`src/hdl/cube_map_texel_address_assert.svh`:
```
// ----------------------------------------------------------------------------
// Cube map texel address assertion macros
// Checks clocked on clk and held off while arst_n is low.
// ----------------------------------------------------------------------------
`ifndef CUBE_MAP_TEXEL_ADDRESS_ASSERT_SVH
`define CUBE_MAP_TEXEL_ADDRESS_ASSERT_SVH

// ante implies cons in the same cycle
`define CMTA_ASSERT_IMPL(lbl, ante, cons, msg) \
	lbl: assert property (@(posedge clk) disable iff (!arst_n) (ante) |-> (cons)) \
		else $error(msg);

// cond never holds
`define CMTA_ASSERT_NEVER(lbl, cond, msg) \
	lbl: assert property (@(posedge clk) disable iff (!arst_n) !(cond)) \
		else $error(msg);

`endif

```
`src/hdl/cmta_pkg.sv`:
```
// ----------------------------------------------------------------------------
// cmta_pkg
// Shared types and constants of the cube map texel address pipeline.
// ----------------------------------------------------------------------------
package cmta_pkg;

	// configuration register widths
	localparam int CFG_SIZE_W    = 13;
	localparam int CFG_PRESENT_W = 6;
	localparam int CFG_IDX_W     = 2;
	localparam int CFG_DATA_W    = 13;

	// texel item field widths
	localparam int TEXEL_W = 12;
	localparam int INDEX_W = 24;

	// face coordinate: 16 fraction bits, value 0..65536
	localparam int FRAC_BITS  = 16;
	localparam int COORD_W    = FRAC_BITS + 1;
	localparam logic [COORD_W-1:0] COORD_HALF = 17'd32768;

	// divider: two quotient bits per stage
	localparam int DIV_STAGES = 8;
	localparam int DIV_STEPS  = FRAC_BITS / DIV_STAGES;

	typedef enum logic [CFG_IDX_W-1:0] {
		CFG_FACE_WIDTH   = 2'd0,
		CFG_FACE_HEIGHT  = 2'd1,
		CFG_FACE_PRESENT = 2'd2
	} cfg_reg_t;

	typedef enum logic [2:0] {
		FACE_NEG_Z = 3'd0,
		FACE_NEG_X = 3'd1,
		FACE_POS_X = 3'd2,
		FACE_POS_Z = 3'd3,
		FACE_POS_Y = 3'd4,
		FACE_NEG_Y = 3'd5
	} face_t;

	// per-item control that rides along the divider
	typedef struct packed {
		face_t face;
		logic  minus_u;
		logic  minus_v;
		logic  zero;
	} side_t;

endpackage

```
`src/hdl/cmta_if.sv`:
```
// ----------------------------------------------------------------------------
// cmta_if
// Valid/ready channels: direction items in, texel items out, config writes.
// ----------------------------------------------------------------------------
interface cmta_dir_if #(
	parameter int DIR_BITS = 16
);
	logic                       valid;
	logic                       ready;
	logic signed [DIR_BITS-1:0] dir_x;
	logic signed [DIR_BITS-1:0] dir_y;
	logic signed [DIR_BITS-1:0] dir_z;

	modport source (output valid, dir_x, dir_y, dir_z, input ready);
	modport sink   (input valid, dir_x, dir_y, dir_z, output ready);
endinterface

interface cmta_texel_if #(
	parameter int TX_W  = 12,
	parameter int IDX_W = 24
);
	logic             valid;
	logic             ready;
	logic [2:0]       face;
	logic [TX_W-1:0]  texel_x;
	logic [TX_W-1:0]  texel_y;
	logic [IDX_W-1:0] texel_index;
	logic             hit;

	modport source (output valid, face, texel_x, texel_y, texel_index, hit, input ready);
	modport sink   (input valid, face, texel_x, texel_y, texel_index, hit, output ready);
endinterface

interface cmta_cfg_if;
	logic                           valid;
	logic                           ready;
	logic [cmta_pkg::CFG_IDX_W-1:0]  index;
	logic [cmta_pkg::CFG_DATA_W-1:0] data;

	modport source (output valid, index, data, input ready);
	modport sink   (input valid, index, data, output ready);
endinterface

```
`src/hdl/cmta_face_sel.sv`:
```
// ----------------------------------------------------------------------------
// cmta_face_sel
// Stage 1: component magnitudes, major axis, face and minor operands.
// ----------------------------------------------------------------------------
module cmta_face_sel #(
	parameter int DIR_BITS = 16
) (
	input  logic                       clk,
	input  logic                       arst_n,
	input  logic                       adv,
	input  logic                       in_valid,
	input  logic signed [DIR_BITS-1:0] dir_x,
	input  logic signed [DIR_BITS-1:0] dir_y,
	input  logic signed [DIR_BITS-1:0] dir_z,
	output logic                       valid_s1,
	output cmta_pkg::side_t            side_s1,
	output logic [DIR_BITS-1:0]        a_u_s1,
	output logic [DIR_BITS-1:0]        a_v_s1,
	output logic [DIR_BITS-1:0]        m_s1
);
	logic [DIR_BITS-1:0] ax, ay, az, m, a_u, a_v;
	logic                x_maj, y_maj, x_pos, y_pos, z_pos;
	logic                sx, sy, sz;
	cmta_pkg::side_t     side;

	// two's complement magnitude; the most negative code reads as 2^(DIR_BITS-1)
	assign ax = dir_x[DIR_BITS-1] ? (~dir_x + 1'b1) : dir_x;
	assign ay = dir_y[DIR_BITS-1] ? (~dir_y + 1'b1) : dir_y;
	assign az = dir_z[DIR_BITS-1] ? (~dir_z + 1'b1) : dir_z;

	assign sx = dir_x[DIR_BITS-1];
	assign sy = dir_y[DIR_BITS-1];
	assign sz = dir_z[DIR_BITS-1];
	assign x_pos = !sx && (dir_x != '0);
	assign y_pos = !sy && (dir_y != '0);
	assign z_pos = !sz && (dir_z != '0);

	// ties go to x, then y
	assign x_maj = (ax >= ay) && (ax >= az);
	assign y_maj = !x_maj && (ay >= az);

	always_comb begin
		side = '0;
		if (x_maj) begin
			m            = ax;
			side.face    = x_pos ? cmta_pkg::FACE_POS_X : cmta_pkg::FACE_NEG_X;
			a_u          = az;
			side.minus_u = sz != !x_pos;
			a_v          = ay;
			side.minus_v = sy;
		end else if (y_maj) begin
			m            = ay;
			side.face    = y_pos ? cmta_pkg::FACE_POS_Y : cmta_pkg::FACE_NEG_Y;
			a_u          = ax;
			side.minus_u = sx;
			a_v          = az;
			side.minus_v = sz != !y_pos;
		end else begin
			m            = az;
			side.face    = z_pos ? cmta_pkg::FACE_POS_Z : cmta_pkg::FACE_NEG_Z;
			a_u          = ax;
			side.minus_u = sx != z_pos;
			a_v          = ay;
			side.minus_v = sy;
		end
		side.zero = (m == '0);
	end

	always_ff @(posedge clk or negedge arst_n) begin
		if (!arst_n) begin
			valid_s1 <= 1'b0;
		end else if (adv) begin
			valid_s1 <= in_valid;
		end
	end

	always_ff @(posedge clk) begin
		if (adv) begin
			side_s1 <= side;
			a_u_s1  <= a_u;
			a_v_s1  <= a_v;
			m_s1    <= m;
		end
	end

endmodule

```
`src/hdl/cmta_div.sv`:
```
// ----------------------------------------------------------------------------
// cmta_div
// Pipelined restoring divider, two lanes sharing one divisor:
// q = floor(a * 2^15 / m) for a <= m, two quotient bits per stage.
// ----------------------------------------------------------------------------
module cmta_div #(
	parameter int DIR_BITS = 16
) (
	input  logic                              clk,
	input  logic                              arst_n,
	input  logic                              adv,
	input  logic                              in_valid,
	input  cmta_pkg::side_t                   in_side,
	input  logic [DIR_BITS-1:0]               in_a_u,
	input  logic [DIR_BITS-1:0]               in_a_v,
	input  logic [DIR_BITS-1:0]               in_m,
	output logic                              out_valid,
	output cmta_pkg::side_t                   out_side,
	output logic [cmta_pkg::FRAC_BITS-1:0]    q_u,
	output logic [cmta_pkg::FRAC_BITS-1:0]    q_v
);
	localparam int RW = DIR_BITS + 1;
	localparam int NS = cmta_pkg::DIV_STAGES;
	localparam int QW = cmta_pkg::FRAC_BITS;

	logic            valid_s [NS];
	cmta_pkg::side_t side_s  [NS];
	logic [RW-1:0]   m_s     [NS];
	logic [RW-1:0]   r_u_s   [NS];
	logic [RW-1:0]   r_v_s   [NS];
	logic [QW-1:0]   q_u_s   [NS];
	logic [QW-1:0]   q_v_s   [NS];

	// one compare-subtract; shift first unless it is the leading bit
	function automatic logic [RW:0] div_step(input logic [RW-1:0] r,
		input logic [RW-1:0] m, input logic shift);
		logic [RW-1:0] t;
		t = shift ? {r[RW-2:0], 1'b0} : r;
		if (t >= m) begin
			div_step = {1'b1, t - m};
		end else begin
			div_step = {1'b0, t};
		end
	endfunction

	for (genvar k = 0; k < NS; k++) begin : g_stage
		logic            src_valid;
		cmta_pkg::side_t src_side;
		logic [RW-1:0]   src_m, src_r_u, src_r_v, nxt_r_u, nxt_r_v;
		logic [QW-1:0]   src_q_u, src_q_v, nxt_q_u, nxt_q_v;
		logic [RW:0]     st_u, st_v;

		if (k == 0) begin : g_first
			assign src_valid = in_valid;
			assign src_side  = in_side;
			assign src_m     = {1'b0, in_m};
			assign src_r_u   = {1'b0, in_a_u};
			assign src_r_v   = {1'b0, in_a_v};
			assign src_q_u   = '0;
			assign src_q_v   = '0;
		end else begin : g_next
			assign src_valid = valid_s[k-1];
			assign src_side  = side_s[k-1];
			assign src_m     = m_s[k-1];
			assign src_r_u   = r_u_s[k-1];
			assign src_r_v   = r_v_s[k-1];
			assign src_q_u   = q_u_s[k-1];
			assign src_q_v   = q_v_s[k-1];
		end

		always_comb begin
			nxt_r_u = src_r_u;
			nxt_r_v = src_r_v;
			nxt_q_u = src_q_u;
			nxt_q_v = src_q_v;
			st_u    = '0;
			st_v    = '0;
			for (int i = 0; i < cmta_pkg::DIV_STEPS; i++) begin
				st_u    = div_step(nxt_r_u, src_m, !(k == 0 && i == 0));
				st_v    = div_step(nxt_r_v, src_m, !(k == 0 && i == 0));
				nxt_r_u = st_u[RW-1:0];
				nxt_r_v = st_v[RW-1:0];
				nxt_q_u = {nxt_q_u[QW-2:0], st_u[RW]};
				nxt_q_v = {nxt_q_v[QW-2:0], st_v[RW]};
			end
		end

		always_ff @(posedge clk or negedge arst_n) begin
			if (!arst_n) begin
				valid_s[k] <= 1'b0;
			end else if (adv) begin
				valid_s[k] <= src_valid;
			end
		end

		always_ff @(posedge clk) begin
			if (adv) begin
				side_s[k] <= src_side;
				m_s[k]    <= src_m;
				r_u_s[k]  <= nxt_r_u;
				r_v_s[k]  <= nxt_r_v;
				q_u_s[k]  <= nxt_q_u;
				q_v_s[k]  <= nxt_q_v;
			end
		end
	end

	assign out_valid = valid_s[NS-1];
	assign out_side  = side_s[NS-1];
	assign q_u       = q_u_s[NS-1];
	assign q_v       = q_v_s[NS-1];

endmodule

```
`src/hdl/cmta_scale.sv`:
```
// ----------------------------------------------------------------------------
// cmta_scale
// Face coordinates, texel scaling and clamp, linear index, output register.
// ----------------------------------------------------------------------------
module cmta_scale #(
	parameter int TX_W  = 12,
	parameter int IDX_W = 24
) (
	input  logic                                 clk,
	input  logic                                 arst_n,
	input  logic                                 adv,
	input  logic                                 in_valid,
	input  cmta_pkg::side_t                      in_side,
	input  logic [cmta_pkg::FRAC_BITS-1:0]       q_u,
	input  logic [cmta_pkg::FRAC_BITS-1:0]       q_v,
	input  logic [cmta_pkg::CFG_SIZE_W-1:0]      width,
	input  logic [cmta_pkg::CFG_SIZE_W-1:0]      height,
	input  logic [cmta_pkg::CFG_PRESENT_W-1:0]   present,
	output logic                                 out_valid,
	output logic [2:0]                           face,
	output logic [TX_W-1:0]                      texel_x,
	output logic [TX_W-1:0]                      texel_y,
	output logic [IDX_W-1:0]                     texel_index,
	output logic                                 hit
);
	localparam int SZ_W = cmta_pkg::CFG_SIZE_W;
	localparam int CW   = cmta_pkg::COORD_W;
	localparam int PW   = CW + SZ_W;
	localparam int TW   = PW - cmta_pkg::FRAC_BITS;
	localparam int IY_W = 2 * SZ_W;

	// stage 10: coordinates and hit
	logic                  valid_s10, hit_s10;
	cmta_pkg::face_t       face_s10;
	logic [CW-1:0]         u_s10, v_s10;
	// stage 11: scaled
	logic                  valid_s11, hit_s11;
	cmta_pkg::face_t       face_s11;
	logic [TW-1:0]         tu_s11, tv_s11;
	// stage 12: clamped, full size width until the output register
	logic                  valid_s12, hit_s12;
	cmta_pkg::face_t       face_s12;
	logic [SZ_W-1:0]       tx_s12, ty_s12;
	// stage 13: row offset
	logic                  valid_s13, hit_s13;
	cmta_pkg::face_t       face_s13;
	logic [SZ_W-1:0]       tx_s13, ty_s13;
	logic [IY_W-1:0]       iy_s13;

	logic [PW-1:0]         pu, pv;
	logic [IY_W-1:0]       idx_sum;
	logic                  hit_nxt;
	logic                  face_on;

	assign face_on = present[in_side.face];
	assign hit_nxt = !in_side.zero && face_on && (width != '0) && (height != '0);
	assign pu      = PW'(u_s10) * PW'(width);
	assign pv      = PW'(v_s10) * PW'(height);
	assign idx_sum = iy_s13 + IY_W'(tx_s13);

	always_ff @(posedge clk or negedge arst_n) begin
		if (!arst_n) begin
			valid_s10 <= 1'b0;
			valid_s11 <= 1'b0;
			valid_s12 <= 1'b0;
			valid_s13 <= 1'b0;
			out_valid <= 1'b0;
		end else if (adv) begin
			valid_s10 <= in_valid;
			valid_s11 <= valid_s10;
			valid_s12 <= valid_s11;
			valid_s13 <= valid_s12;
			out_valid <= valid_s13;
		end
	end

	always_ff @(posedge clk) begin
		if (adv) begin
			hit_s10  <= hit_nxt;
			face_s10 <= in_side.zero ? cmta_pkg::FACE_NEG_Z : in_side.face;
			u_s10    <= in_side.minus_u ? cmta_pkg::COORD_HALF - CW'(q_u)
				: cmta_pkg::COORD_HALF + CW'(q_u);
			v_s10    <= in_side.minus_v ? cmta_pkg::COORD_HALF - CW'(q_v)
				: cmta_pkg::COORD_HALF + CW'(q_v);

			hit_s11  <= hit_s10;
			face_s11 <= face_s10;
			tu_s11   <= pu[PW-1:cmta_pkg::FRAC_BITS];
			tv_s11   <= pv[PW-1:cmta_pkg::FRAC_BITS];

			// full ratio lands on the far edge: clamp to size minus one
			hit_s12  <= hit_s11;
			face_s12 <= face_s11;
			tx_s12   <= (tu_s11 >= TW'(width)) ? width - 1'b1 : SZ_W'(tu_s11);
			ty_s12   <= (tv_s11 >= TW'(height)) ? height - 1'b1 : SZ_W'(tv_s11);

			hit_s13  <= hit_s12;
			face_s13 <= face_s12;
			tx_s13   <= tx_s12;
			ty_s13   <= ty_s12;
			iy_s13   <= IY_W'(ty_s12) * IY_W'(width);

			hit         <= hit_s13;
			face        <= face_s13;
			texel_x     <= hit_s13 ? TX_W'(tx_s13) : '0;
			texel_y     <= hit_s13 ? TX_W'(ty_s13) : '0;
			texel_index <= hit_s13 ? IDX_W'(idx_sum) : '0;
		end
	end

endmodule

```
`src/hdl/cube_map_texel_address.sv`:
```
// ----------------------------------------------------------------------------
// cube_map_texel_address - direction vector to cube face texel address
// The pipeline has 14 register stages (1 select, 8 divide, 5 scale).
// Throughput: one item per cycle while the output is not stalled; the divider retires 2 quotient bits per stage.
// Reset: arst_n clears all valid bits; face size 256 x 256, all six faces present.
// ----------------------------------------------------------------------------
module cube_map_texel_address #(
	parameter int MAX_FACE_SIZE = 4096,
	parameter int DIR_BITS      = 16
) (
	input logic          clk,
	input logic          arst_n,
	cmta_dir_if.sink     dir,
	cmta_texel_if.source texel,
	cmta_cfg_if.sink     cfg
);
	`include "cube_map_texel_address_assert.svh"

	localparam int SZ_W = cmta_pkg::CFG_SIZE_W;
	localparam int PR_W = cmta_pkg::CFG_PRESENT_W;
	localparam int TX_W = cmta_pkg::TEXEL_W;
	localparam int IDX_W = cmta_pkg::INDEX_W;
	localparam logic [SZ_W-1:0] MAX_SZ = SZ_W'(MAX_FACE_SIZE);

	// configuration registers
	logic [SZ_W-1:0] face_width_q, face_height_q;
	logic [PR_W-1:0] face_present_q;
	logic [SZ_W-1:0] width_sat, height_sat;

	// whole pipeline moves together; the output register frees as it drains
	logic adv;

	// stage 1 -> divider
	logic                  valid_s1;
	cmta_pkg::side_t       side_s1;
	logic [DIR_BITS-1:0]   a_u_s1, a_v_s1, m_s1;

	// divider -> scale
	logic                             div_valid;
	cmta_pkg::side_t                  div_side;
	logic [cmta_pkg::FRAC_BITS-1:0]   div_q_u, div_q_v;

	assign adv       = !texel.valid || texel.ready;
	assign dir.ready = adv;
	assign cfg.ready = 1'b1;

	// sizes above the supported maximum saturate
	assign width_sat  = (32'(face_width_q) > MAX_FACE_SIZE) ? MAX_SZ : face_width_q;
	assign height_sat = (32'(face_height_q) > MAX_FACE_SIZE) ? MAX_SZ : face_height_q;

	always_ff @(posedge clk or negedge arst_n) begin
		if (!arst_n) begin
			face_width_q   <= 13'd256;
			face_height_q  <= 13'd256;
			face_present_q <= 6'h3f;
		end else if (cfg.valid && cfg.ready) begin
			case (cmta_pkg::cfg_reg_t'(cfg.index))
				cmta_pkg::CFG_FACE_WIDTH: begin
					face_width_q <= cfg.data;
				end
				cmta_pkg::CFG_FACE_HEIGHT: begin
					face_height_q <= cfg.data;
				end
				cmta_pkg::CFG_FACE_PRESENT: begin
					face_present_q <= cfg.data[PR_W-1:0];
				end
				default: begin
					// unmapped index: write dropped
				end
			endcase
		end
	end

	cmta_face_sel #(
		.DIR_BITS (DIR_BITS)
	) u_face_sel (
		.clk      (clk),
		.arst_n   (arst_n),
		.adv      (adv),
		.in_valid (dir.valid),
		.dir_x    (dir.dir_x),
		.dir_y    (dir.dir_y),
		.dir_z    (dir.dir_z),
		.valid_s1 (valid_s1),
		.side_s1  (side_s1),
		.a_u_s1   (a_u_s1),
		.a_v_s1   (a_v_s1),
		.m_s1     (m_s1)
	);

	cmta_div #(
		.DIR_BITS (DIR_BITS)
	) u_div (
		.clk       (clk),
		.arst_n    (arst_n),
		.adv       (adv),
		.in_valid  (valid_s1),
		.in_side   (side_s1),
		.in_a_u    (a_u_s1),
		.in_a_v    (a_v_s1),
		.in_m      (m_s1),
		.out_valid (div_valid),
		.out_side  (div_side),
		.q_u       (div_q_u),
		.q_v       (div_q_v)
	);

	cmta_scale #(
		.TX_W  (TX_W),
		.IDX_W (IDX_W)
	) u_scale (
		.clk         (clk),
		.arst_n      (arst_n),
		.adv         (adv),
		.in_valid    (div_valid),
		.in_side     (div_side),
		.q_u         (div_q_u),
		.q_v         (div_q_v),
		.width       (width_sat),
		.height      (height_sat),
		.present     (face_present_q),
		.out_valid   (texel.valid),
		.face        (texel.face),
		.texel_x     (texel.texel_x),
		.texel_y     (texel.texel_y),
		.texel_index (texel.texel_index),
		.hit         (texel.hit)
	);

	// ---- checks ----
	`CMTA_ASSERT_NEVER(a_face_range, texel.valid && (texel.face > 3'd5), "face code out of range")
	`CMTA_ASSERT_IMPL(a_hit_present, texel.valid && texel.hit && (texel.face <= 3'd5), face_present_q[texel.face], "hit on absent face")
	`CMTA_ASSERT_IMPL(a_hit_bounds, texel.valid && texel.hit, (texel.texel_x < face_width_q) && (texel.texel_y < face_height_q), "texel outside face")
	`CMTA_ASSERT_IMPL(a_miss_zero, texel.valid && !texel.hit, (texel.texel_x == '0) && (texel.texel_y == '0) && (texel.texel_index == '0), "miss with nonzero address")
	`CMTA_ASSERT_IMPL(a_stall_cause, !dir.ready, texel.valid && !texel.ready, "input held without output backpressure")

endmodule
```
`src/flat_wrapper.sv`:
```
// flat-port wrapper written by rule: the top's interface ports become plain ports
module cube_map_texel_address_flat 
#(
	parameter int MAX_FACE_SIZE = 4096,
	parameter int DIR_BITS      = 16
)
  (clk, arst_n, dir_valid, dir_dir_x, dir_dir_y, dir_dir_z, dir_ready, texel_valid, texel_face, texel_texel_x, texel_texel_y, texel_texel_index, texel_hit, texel_ready, cfg_valid, cfg_index, cfg_data, cfg_ready);
  cmta_dir_if #(.DIR_BITS(DIR_BITS)) dir_i ();
  cmta_texel_if texel_i ();
  cmta_cfg_if cfg_i ();
  input logic clk;
  input logic arst_n;
  input wire logic [$bits(dir_i.valid)-1:0] dir_valid;
  input wire logic [$bits(dir_i.dir_x)-1:0] dir_dir_x;
  input wire logic [$bits(dir_i.dir_y)-1:0] dir_dir_y;
  input wire logic [$bits(dir_i.dir_z)-1:0] dir_dir_z;
  output wire logic [$bits(dir_i.ready)-1:0] dir_ready;
  output wire logic [$bits(texel_i.valid)-1:0] texel_valid;
  output wire logic [$bits(texel_i.face)-1:0] texel_face;
  output wire logic [$bits(texel_i.texel_x)-1:0] texel_texel_x;
  output wire logic [$bits(texel_i.texel_y)-1:0] texel_texel_y;
  output wire logic [$bits(texel_i.texel_index)-1:0] texel_texel_index;
  output wire logic [$bits(texel_i.hit)-1:0] texel_hit;
  input wire logic [$bits(texel_i.ready)-1:0] texel_ready;
  input wire logic [$bits(cfg_i.valid)-1:0] cfg_valid;
  input wire logic [$bits(cfg_i.index)-1:0] cfg_index;
  input wire logic [$bits(cfg_i.data)-1:0] cfg_data;
  output wire logic [$bits(cfg_i.ready)-1:0] cfg_ready;
  assign dir_i.valid = dir_valid;
  assign dir_i.dir_x = dir_dir_x;
  assign dir_i.dir_y = dir_dir_y;
  assign dir_i.dir_z = dir_dir_z;
  assign dir_ready = dir_i.ready;
  assign texel_valid = texel_i.valid;
  assign texel_face = texel_i.face;
  assign texel_texel_x = texel_i.texel_x;
  assign texel_texel_y = texel_i.texel_y;
  assign texel_texel_index = texel_i.texel_index;
  assign texel_hit = texel_i.hit;
  assign texel_i.ready = texel_ready;
  assign cfg_i.valid = cfg_valid;
  assign cfg_i.index = cfg_index;
  assign cfg_i.data = cfg_data;
  assign cfg_ready = cfg_i.ready;
  cube_map_texel_address #(.MAX_FACE_SIZE(MAX_FACE_SIZE), .DIR_BITS(DIR_BITS)) u_core (.clk(clk), .arst_n(arst_n), .dir(dir_i), .texel(texel_i), .cfg(cfg_i));
endmodule
```
`config.mk`:
```
export PLATFORM = sky130hd
export DESIGN_NAME = cube_map_texel_address_flat
export DESIGN_NICKNAME = d
export VERILOG_FILES = /design/src/hdl/cmta_pkg.sv /design/src/hdl/cmta_if.sv /design/src/hdl/cmta_face_sel.sv /design/src/hdl/cmta_div.sv /design/src/hdl/cmta_scale.sv /design/src/hdl/cube_map_texel_address.sv /design/src/flat_wrapper.sv
export VERILOG_INCLUDE_DIRS = /design/src /design/src/hdl
export SDC_FILE = /design/constraint.sdc
export NUM_CORES = 2
export LEC_CHECK = 0
export BUFFER_PORTS_ARGS = -buffer_cell sky130_fd_sc_hd__buf_2
export CAP_MARGIN = 0
export CORE_UTILIZATION = 45
export CTS_CLUSTER_SIZE = 28
export DETAILED_ROUTE_END_ITERATION = 12
export RECOVER_POWER = 100
export SLEW_MARGIN = 20
export SYNTH_ARGS = -nofsm -noshare
export SYNTH_HDL_FRONTEND = slang
export SYNTH_SLANG_ARGS = --single-unit
```
`constraint.sdc`:
```
create_clock -name clk -period 30.7 [get_ports clk]
set_input_delay 7.675 -clock clk [delete_from_list [all_inputs] [get_ports clk]]
set_output_delay 7.675 -clock clk [all_outputs]
set_load 0.03 [all_outputs]
```
[After elaboration in Yosys (flattened, before gate mapping)]
Memories as Yosys holds them, arrays and structs flattened.
Cells that the tools add are included.
Storage, ports and cells
  flip-flop bits (word level): 305
  RAM bits: 712
  input bits: 68
  output and inout bits: 55
  logic and storage cells: 227
  memories kept: 6
Cells by class
  $add $sub $neg: 42
  multiply operators: 3
  magnitude comparators: 40
  equality and inequality tests: 5
  mux-type cells: 55
  bitwise operators: 3
  reductions and logical operators: 27
Memory list
  u_core.u_div.m_s: depth 8, width 17, rd ports 7, clocked after Yosys merged registers in 0, wr ports 8, line cmta_div.sv:28  | logic [RW-1:0] m_s [NS];
  u_core.u_div.r_u_s: depth 8, width 17, rd ports 7, clocked after Yosys merged registers in 0, wr ports 8, line cmta_div.sv:29  | logic [RW-1:0] r_u_s [NS];
  u_core.u_div.r_v_s: depth 8, width 17, rd ports 7, clocked after Yosys merged registers in 0, wr ports 8, line cmta_div.sv:30  | logic [RW-1:0] r_v_s [NS];
  u_core.u_div.q_u_s: depth 8, width 16, rd ports 8, clocked after Yosys merged registers in 0, wr ports 8, line cmta_div.sv:31  | logic [QW-1:0] q_u_s [NS];
  u_core.u_div.q_v_s: depth 8, width 16, rd ports 8, clocked after Yosys merged registers in 0, wr ports 8, line cmta_div.sv:32  | logic [QW-1:0] q_v_s [NS];
  u_core.u_div.side_s: depth 8, width 6, rd ports 8, clocked after Yosys merged registers in 0, wr ports 8, line cmta_div.sv:27  | cmta_pkg::side_t side_s [NS];
Operators with widths (count)
  $mux 18: 32
  $ge 17x17->1: 28
  $sub 17x17->17: 28
  $mux 16: 8
  $ge 16x16->1: 5
  $mul 17x13->30: 2
  $mux 13: 4
  $add 16x1->16 const B: 3
  $not 16->16: 3
  $reduce_bool 16->1: 3
  $add 16x16->17 const A: 2
  $ge 17x16->1: 2
  $mux 17: 2
  $sub 16x16->17: 2
  $sub 16x16->17 const A: 2
  $sub 17x16->17: 2
  $ge 14x13->1: 2
  $gt 13x13->1 const B: 2
  $reduce_bool 13->1: 2
  $sub 13x1->13 const B: 2
  $add 24x13->24: 1
  $mul 13x13->24: 1
  $logic_not 16->1: 1
  $mux 5: 2
  12 further kinds: 34

[Logic depth before layout (Yosys ltp)]
  word-level depth: 10
  gate-level depth with buffers: 26
  gate-level depth less buffers: 26

[Hierarchy]
Synthesis repeated with hierarchy kept, for this count alone.
Second synthesis, totals
  cell total of the unflattened synthesis: 7889
  area, all modules: 78489.0 sq um
By module, submodules not included
  cmta_div: times used 1, cells each 4271, area an instance 43476.7 sq um, sequential area each 16055.4 sq um
  cmta_scale: times used 1, cells each 3044, area an instance 28989.1 sq um, sequential area each 6281.0 sq um
  cmta_face_sel: times used 1, cells each 474, area an instance 4604.4 sq um, sequential area each 1646.6 sq um
  cube_map_texel_address: times used 1, cells each 100, area an instance 1418.9 sq um, sequential area each 810.8 sq um

[Worst setup path after synthesis]
OpenSTA, ideal clock, no wires.
  kind: input to output
  start point: in texel_ready
  end point: out dir_ready
  arrival time: 23376 ps
  data required time: 23025 ps
  path slack: -351 ps
  cell stages on the path: 4
  buffers on the path: 2
  path through: nor2b_1 -> clkbuf_1 -> clkbuf_1 -> inv_1
Between the ends
  cells in the longest elaborated chain, start to end: 1
Ends and longest elaborated chain
  start, declared: line flat_wrapper.sv:24  | input wire logic [$bits(texel_i.ready)-1:0] texel_ready;
  $logic_or 1x1->1: line cube_map_texel_address.sv:43  | assign adv = !texel.valid || texel.ready;
  end, declared: line flat_wrapper.sv:17  | output wire logic [$bits(dir_i.ready)-1:0] dir_ready;
Every way passes these cells.

==> metrics.md <==
| Metric | Value |
|---|---|
| Die X | `416 microns` |
| Initial antenna violation count | `0` |
| Syn Nets | `9031` |
| First-pass GRT wire length | `302 mm` |
| Total grt overflow | `0` |
| WL per Instance | `18.8 microns` |
| Initial Util | `0.455` |
| TritonCTS clock tree | `yes` |
| Setup CP Type | `in -> reg` |
| Worst path cell trace | `clkbuf_1, nor2b_1, clkbuf_1, clkinvlp_2, clkbuf_1, clkbuf_1, clkbuf_1, buf_4` |
| Core area | `170000 sq um` |
| # Max-Cap Violations | `22` |
| Hold Crit Class | `reg -> reg` |
| Residual DRC | `0` |
| Die height | `416 microns` |
| Failing checks | `max-capacitance violations, max-slew violations` |
| Worst Tran Pin Value | `7.55 ns` |
| Post-Syn Area | `77200 sq um` |
| Post-synth EDFFs | `787` |
| CP arrival | `21.24 ns` |
| Async SR Flop Fraction | `0.0552` |
| Die area | `173000 sq um` |
| Total track usage | `0.217` |
| Share of cells above drive strength 1 | `0.0808` |
| Ant. Diodes | `0` |
| Total negative slack | `0 ns` |
| Total wire length | `189 mm` |
| Synth Instances | `7698` |
| Slew Limit Fails | `1124` |
| RePlAce Congestion | `0.909` |
| Slew margin rel. | `-4.03` |
| Setup Fix Bufs, Post-CTS | `0` |
| CTS buffer count | `98` |
| Post-synthesis sequential area ratio | `0.321` |
| Synth area leaders | `edfxtp_1 (31%), ha_1 (13%), fa_1 (12%)` |
| Yosys warns | `0` |
| FF+latch count, synth | `833` |
| Area grow syn2layout | `7.94%` |
| Critical Path Sink Type | `register` |
| Most common cell in the netlist | `inv_1` |
| Syn Area/Cell | `10.0 sq um` |
| Yosys cell types | `100` |
| Clock Sinks | `833` |
| Final setup viols | `0` |
| DP Wirelength | `146 mm` |
| Port Buf Inserts | `121` |
| Crit-path most repeated cell | `clkbuf_1` |
| Worst path slowest cell | `clkbuf_1` |
| H-tree levels | `3` |
| Fmax | `48.0 MHz` |
| Largest net degree at the start of global routing | `143` |
| Unrepaired setup endpoints after global routing | `no` |
| Synth area leader | `edfxtp_1` |
| Clk root buf | `clkbuf_16` |
| Vias | `56.0k` |
| Initial detailed-routing violation count | `3536` |
| I/O pin count | `123` |
| Drt pass-1 iters | `5` |
| Prevailing post-synth register cell | `edfxtp_1` |
| Drt via density | `5.57` |
| CTS Buffer Depth | `3` |
| Hold_buf cts | `0` |
| Worst path max stage delay | `5.28 ns` |
| Remaining antenna violation count after routing | `0` |
| Required time of the critical path | `31.09 ns` |
| Clock Skews | `0.0832 ns` |
| Top cells by count, synth | `inv_1 (903), ha_1 (798), edfxtp_1 (787)` |
| Row count | `151` |
| Final min period | `20.85 ns` |
| Status | `complete, but fails checks` |
| Fin. Hold Viols | `0` |
| Reg clk slew, reported paths | `0.06 ns` |
| Final net count | `9097` |
| Worst-path fanout max | `142` |
| Crit start category | `primary input` |
| Vias in the first global route | `55.8k` |
| Final Cycle Share | `0.679` |
| Synth top area share | `0.306` |
| Clk_lat worst skew | `0.77 ns` |
| Post_cts resized | `0` |
==> registers in the layout, indices dropped and copies added, names as in the netlist, 14 cells and up <==
name                        count
u_core.u_div.q_u_s             72
u_core.u_scale.v_s10           17
u_core.u_face_sel.m_s1         16
u_core.u_scale.tu_s11          14
u_core.u_scale.iy_s13          24
u_core.u_face_sel.a_v_s1       16
u_core.u_scale.tv_s11          14
u_core.u_div.r_u_s            112
u_core.u_scale.u_s10           17
u_core.u_scale.texel_index     24
u_core.u_div.q_v_s             72
u_core.u_div.m_s              112
u_core.u_div.side_s            48
u_core.u_div.r_v_s            112
u_core.u_face_sel.a_u_s1       16
==> metal layers <==
metal / vias up / wire [microns] / track usage / share of wire
met2: 1174 / 91700 / 0.374 / 0.48
met1: 27400 / 85100 / 0.287 / 0.45
met4: 0 / 5810 / 0.0712 / 0.031
li1: 27100 / - / - / -
met5: - / 0 / 0 / 0
met3: 306 / 6720 / 0.0191 / 0.035
==> metrics by stage <==
stage | instance area, sq um | cells | hold WS [ns] | utilization | setup slack [ns]
floorplan | 77200 | 7698 | 0.400 | - | 5.89
global placement | 80300 | 9882 | 0.401 | 0.473 | 13.94
detailed placement | 80300 | 9882 | 0.405 | 0.473 | 13.92
CTS | 83700 | 10100 | 0.380 | 0.493 | 13.91
global route | 83400 | 10100 | 0.386 | 0.491 | 8.41
finish | 83400 | 10100 | 0.381 | 0.491 | 9.85
==> placed cells by master (no fill, tap or decap), types with 106 or more instances in the layout <==
cell        n
ha_1      798
xor2_1    149
nor2_1    375
nand2_1   681
mux2_2    320
o21ai_0   360
clkbuf_1  106
nor3_1    140
edfxtp_1  787
and2_1    298
inv_1     904
xnor2_1   338
a21oi_1   401
fa_1      467
a21o_1    151
==> logic make-up after synthesis <==
kind of cell | share of synthesized area
mux | 0.0620
compound gates | 0.123
other cells | 0.0000486
flops | 0.321
xor+xnor | 0.0554
simple gates | 0.133
buf+inv | 0.0550
fa+ha+maj | 0.250
==> worst paths after layout <==
path | start | end | slack (ns) | cells past startpoint
min in group asynchronous | arst_n | u_core.face_width_q[2] | 7.66 | 1
max in group asynchronous | arst_n | u_core.u_scale.valid_s13 | 21.67 | 1
hold / removal | u_core.u_div.q_v_s[0][35] | u_core.u_div.q_v_s[0][53] | 0.38 | 0
setup / recovery | texel_ready | u_core.u_div.r_u_s[2][0] | 9.85 | 8
hold reg to reg | u_core.u_div.q_v_s[0][35] | u_core.u_div.q_v_s[0][53] | 0.38 | 0
setup reg to reg | u_core.u_scale.out_valid | u_core.u_div.r_u_s[2][0] | 16.46 | 7
==> final cells by class <==
class	count	area [sq um]
sequential	833	24800
timing repair buffer	180	840
tap	2218	2780
inverter	905	3400
multi-input combinational	5746	48200
clock buffer	113	2560
fill	15600	86500
clock inverter	68	805
==> critical path, delay by kind of cell <==
kind / cells / cell delay (ns)
buffers and inverters: 7 / 13.24
AND/OR/NAND/NOR: 1 / 0.06
Power is not shown: default switching activity piles up to over one toggle a cycle in this logic, so the estimate is an artifact.
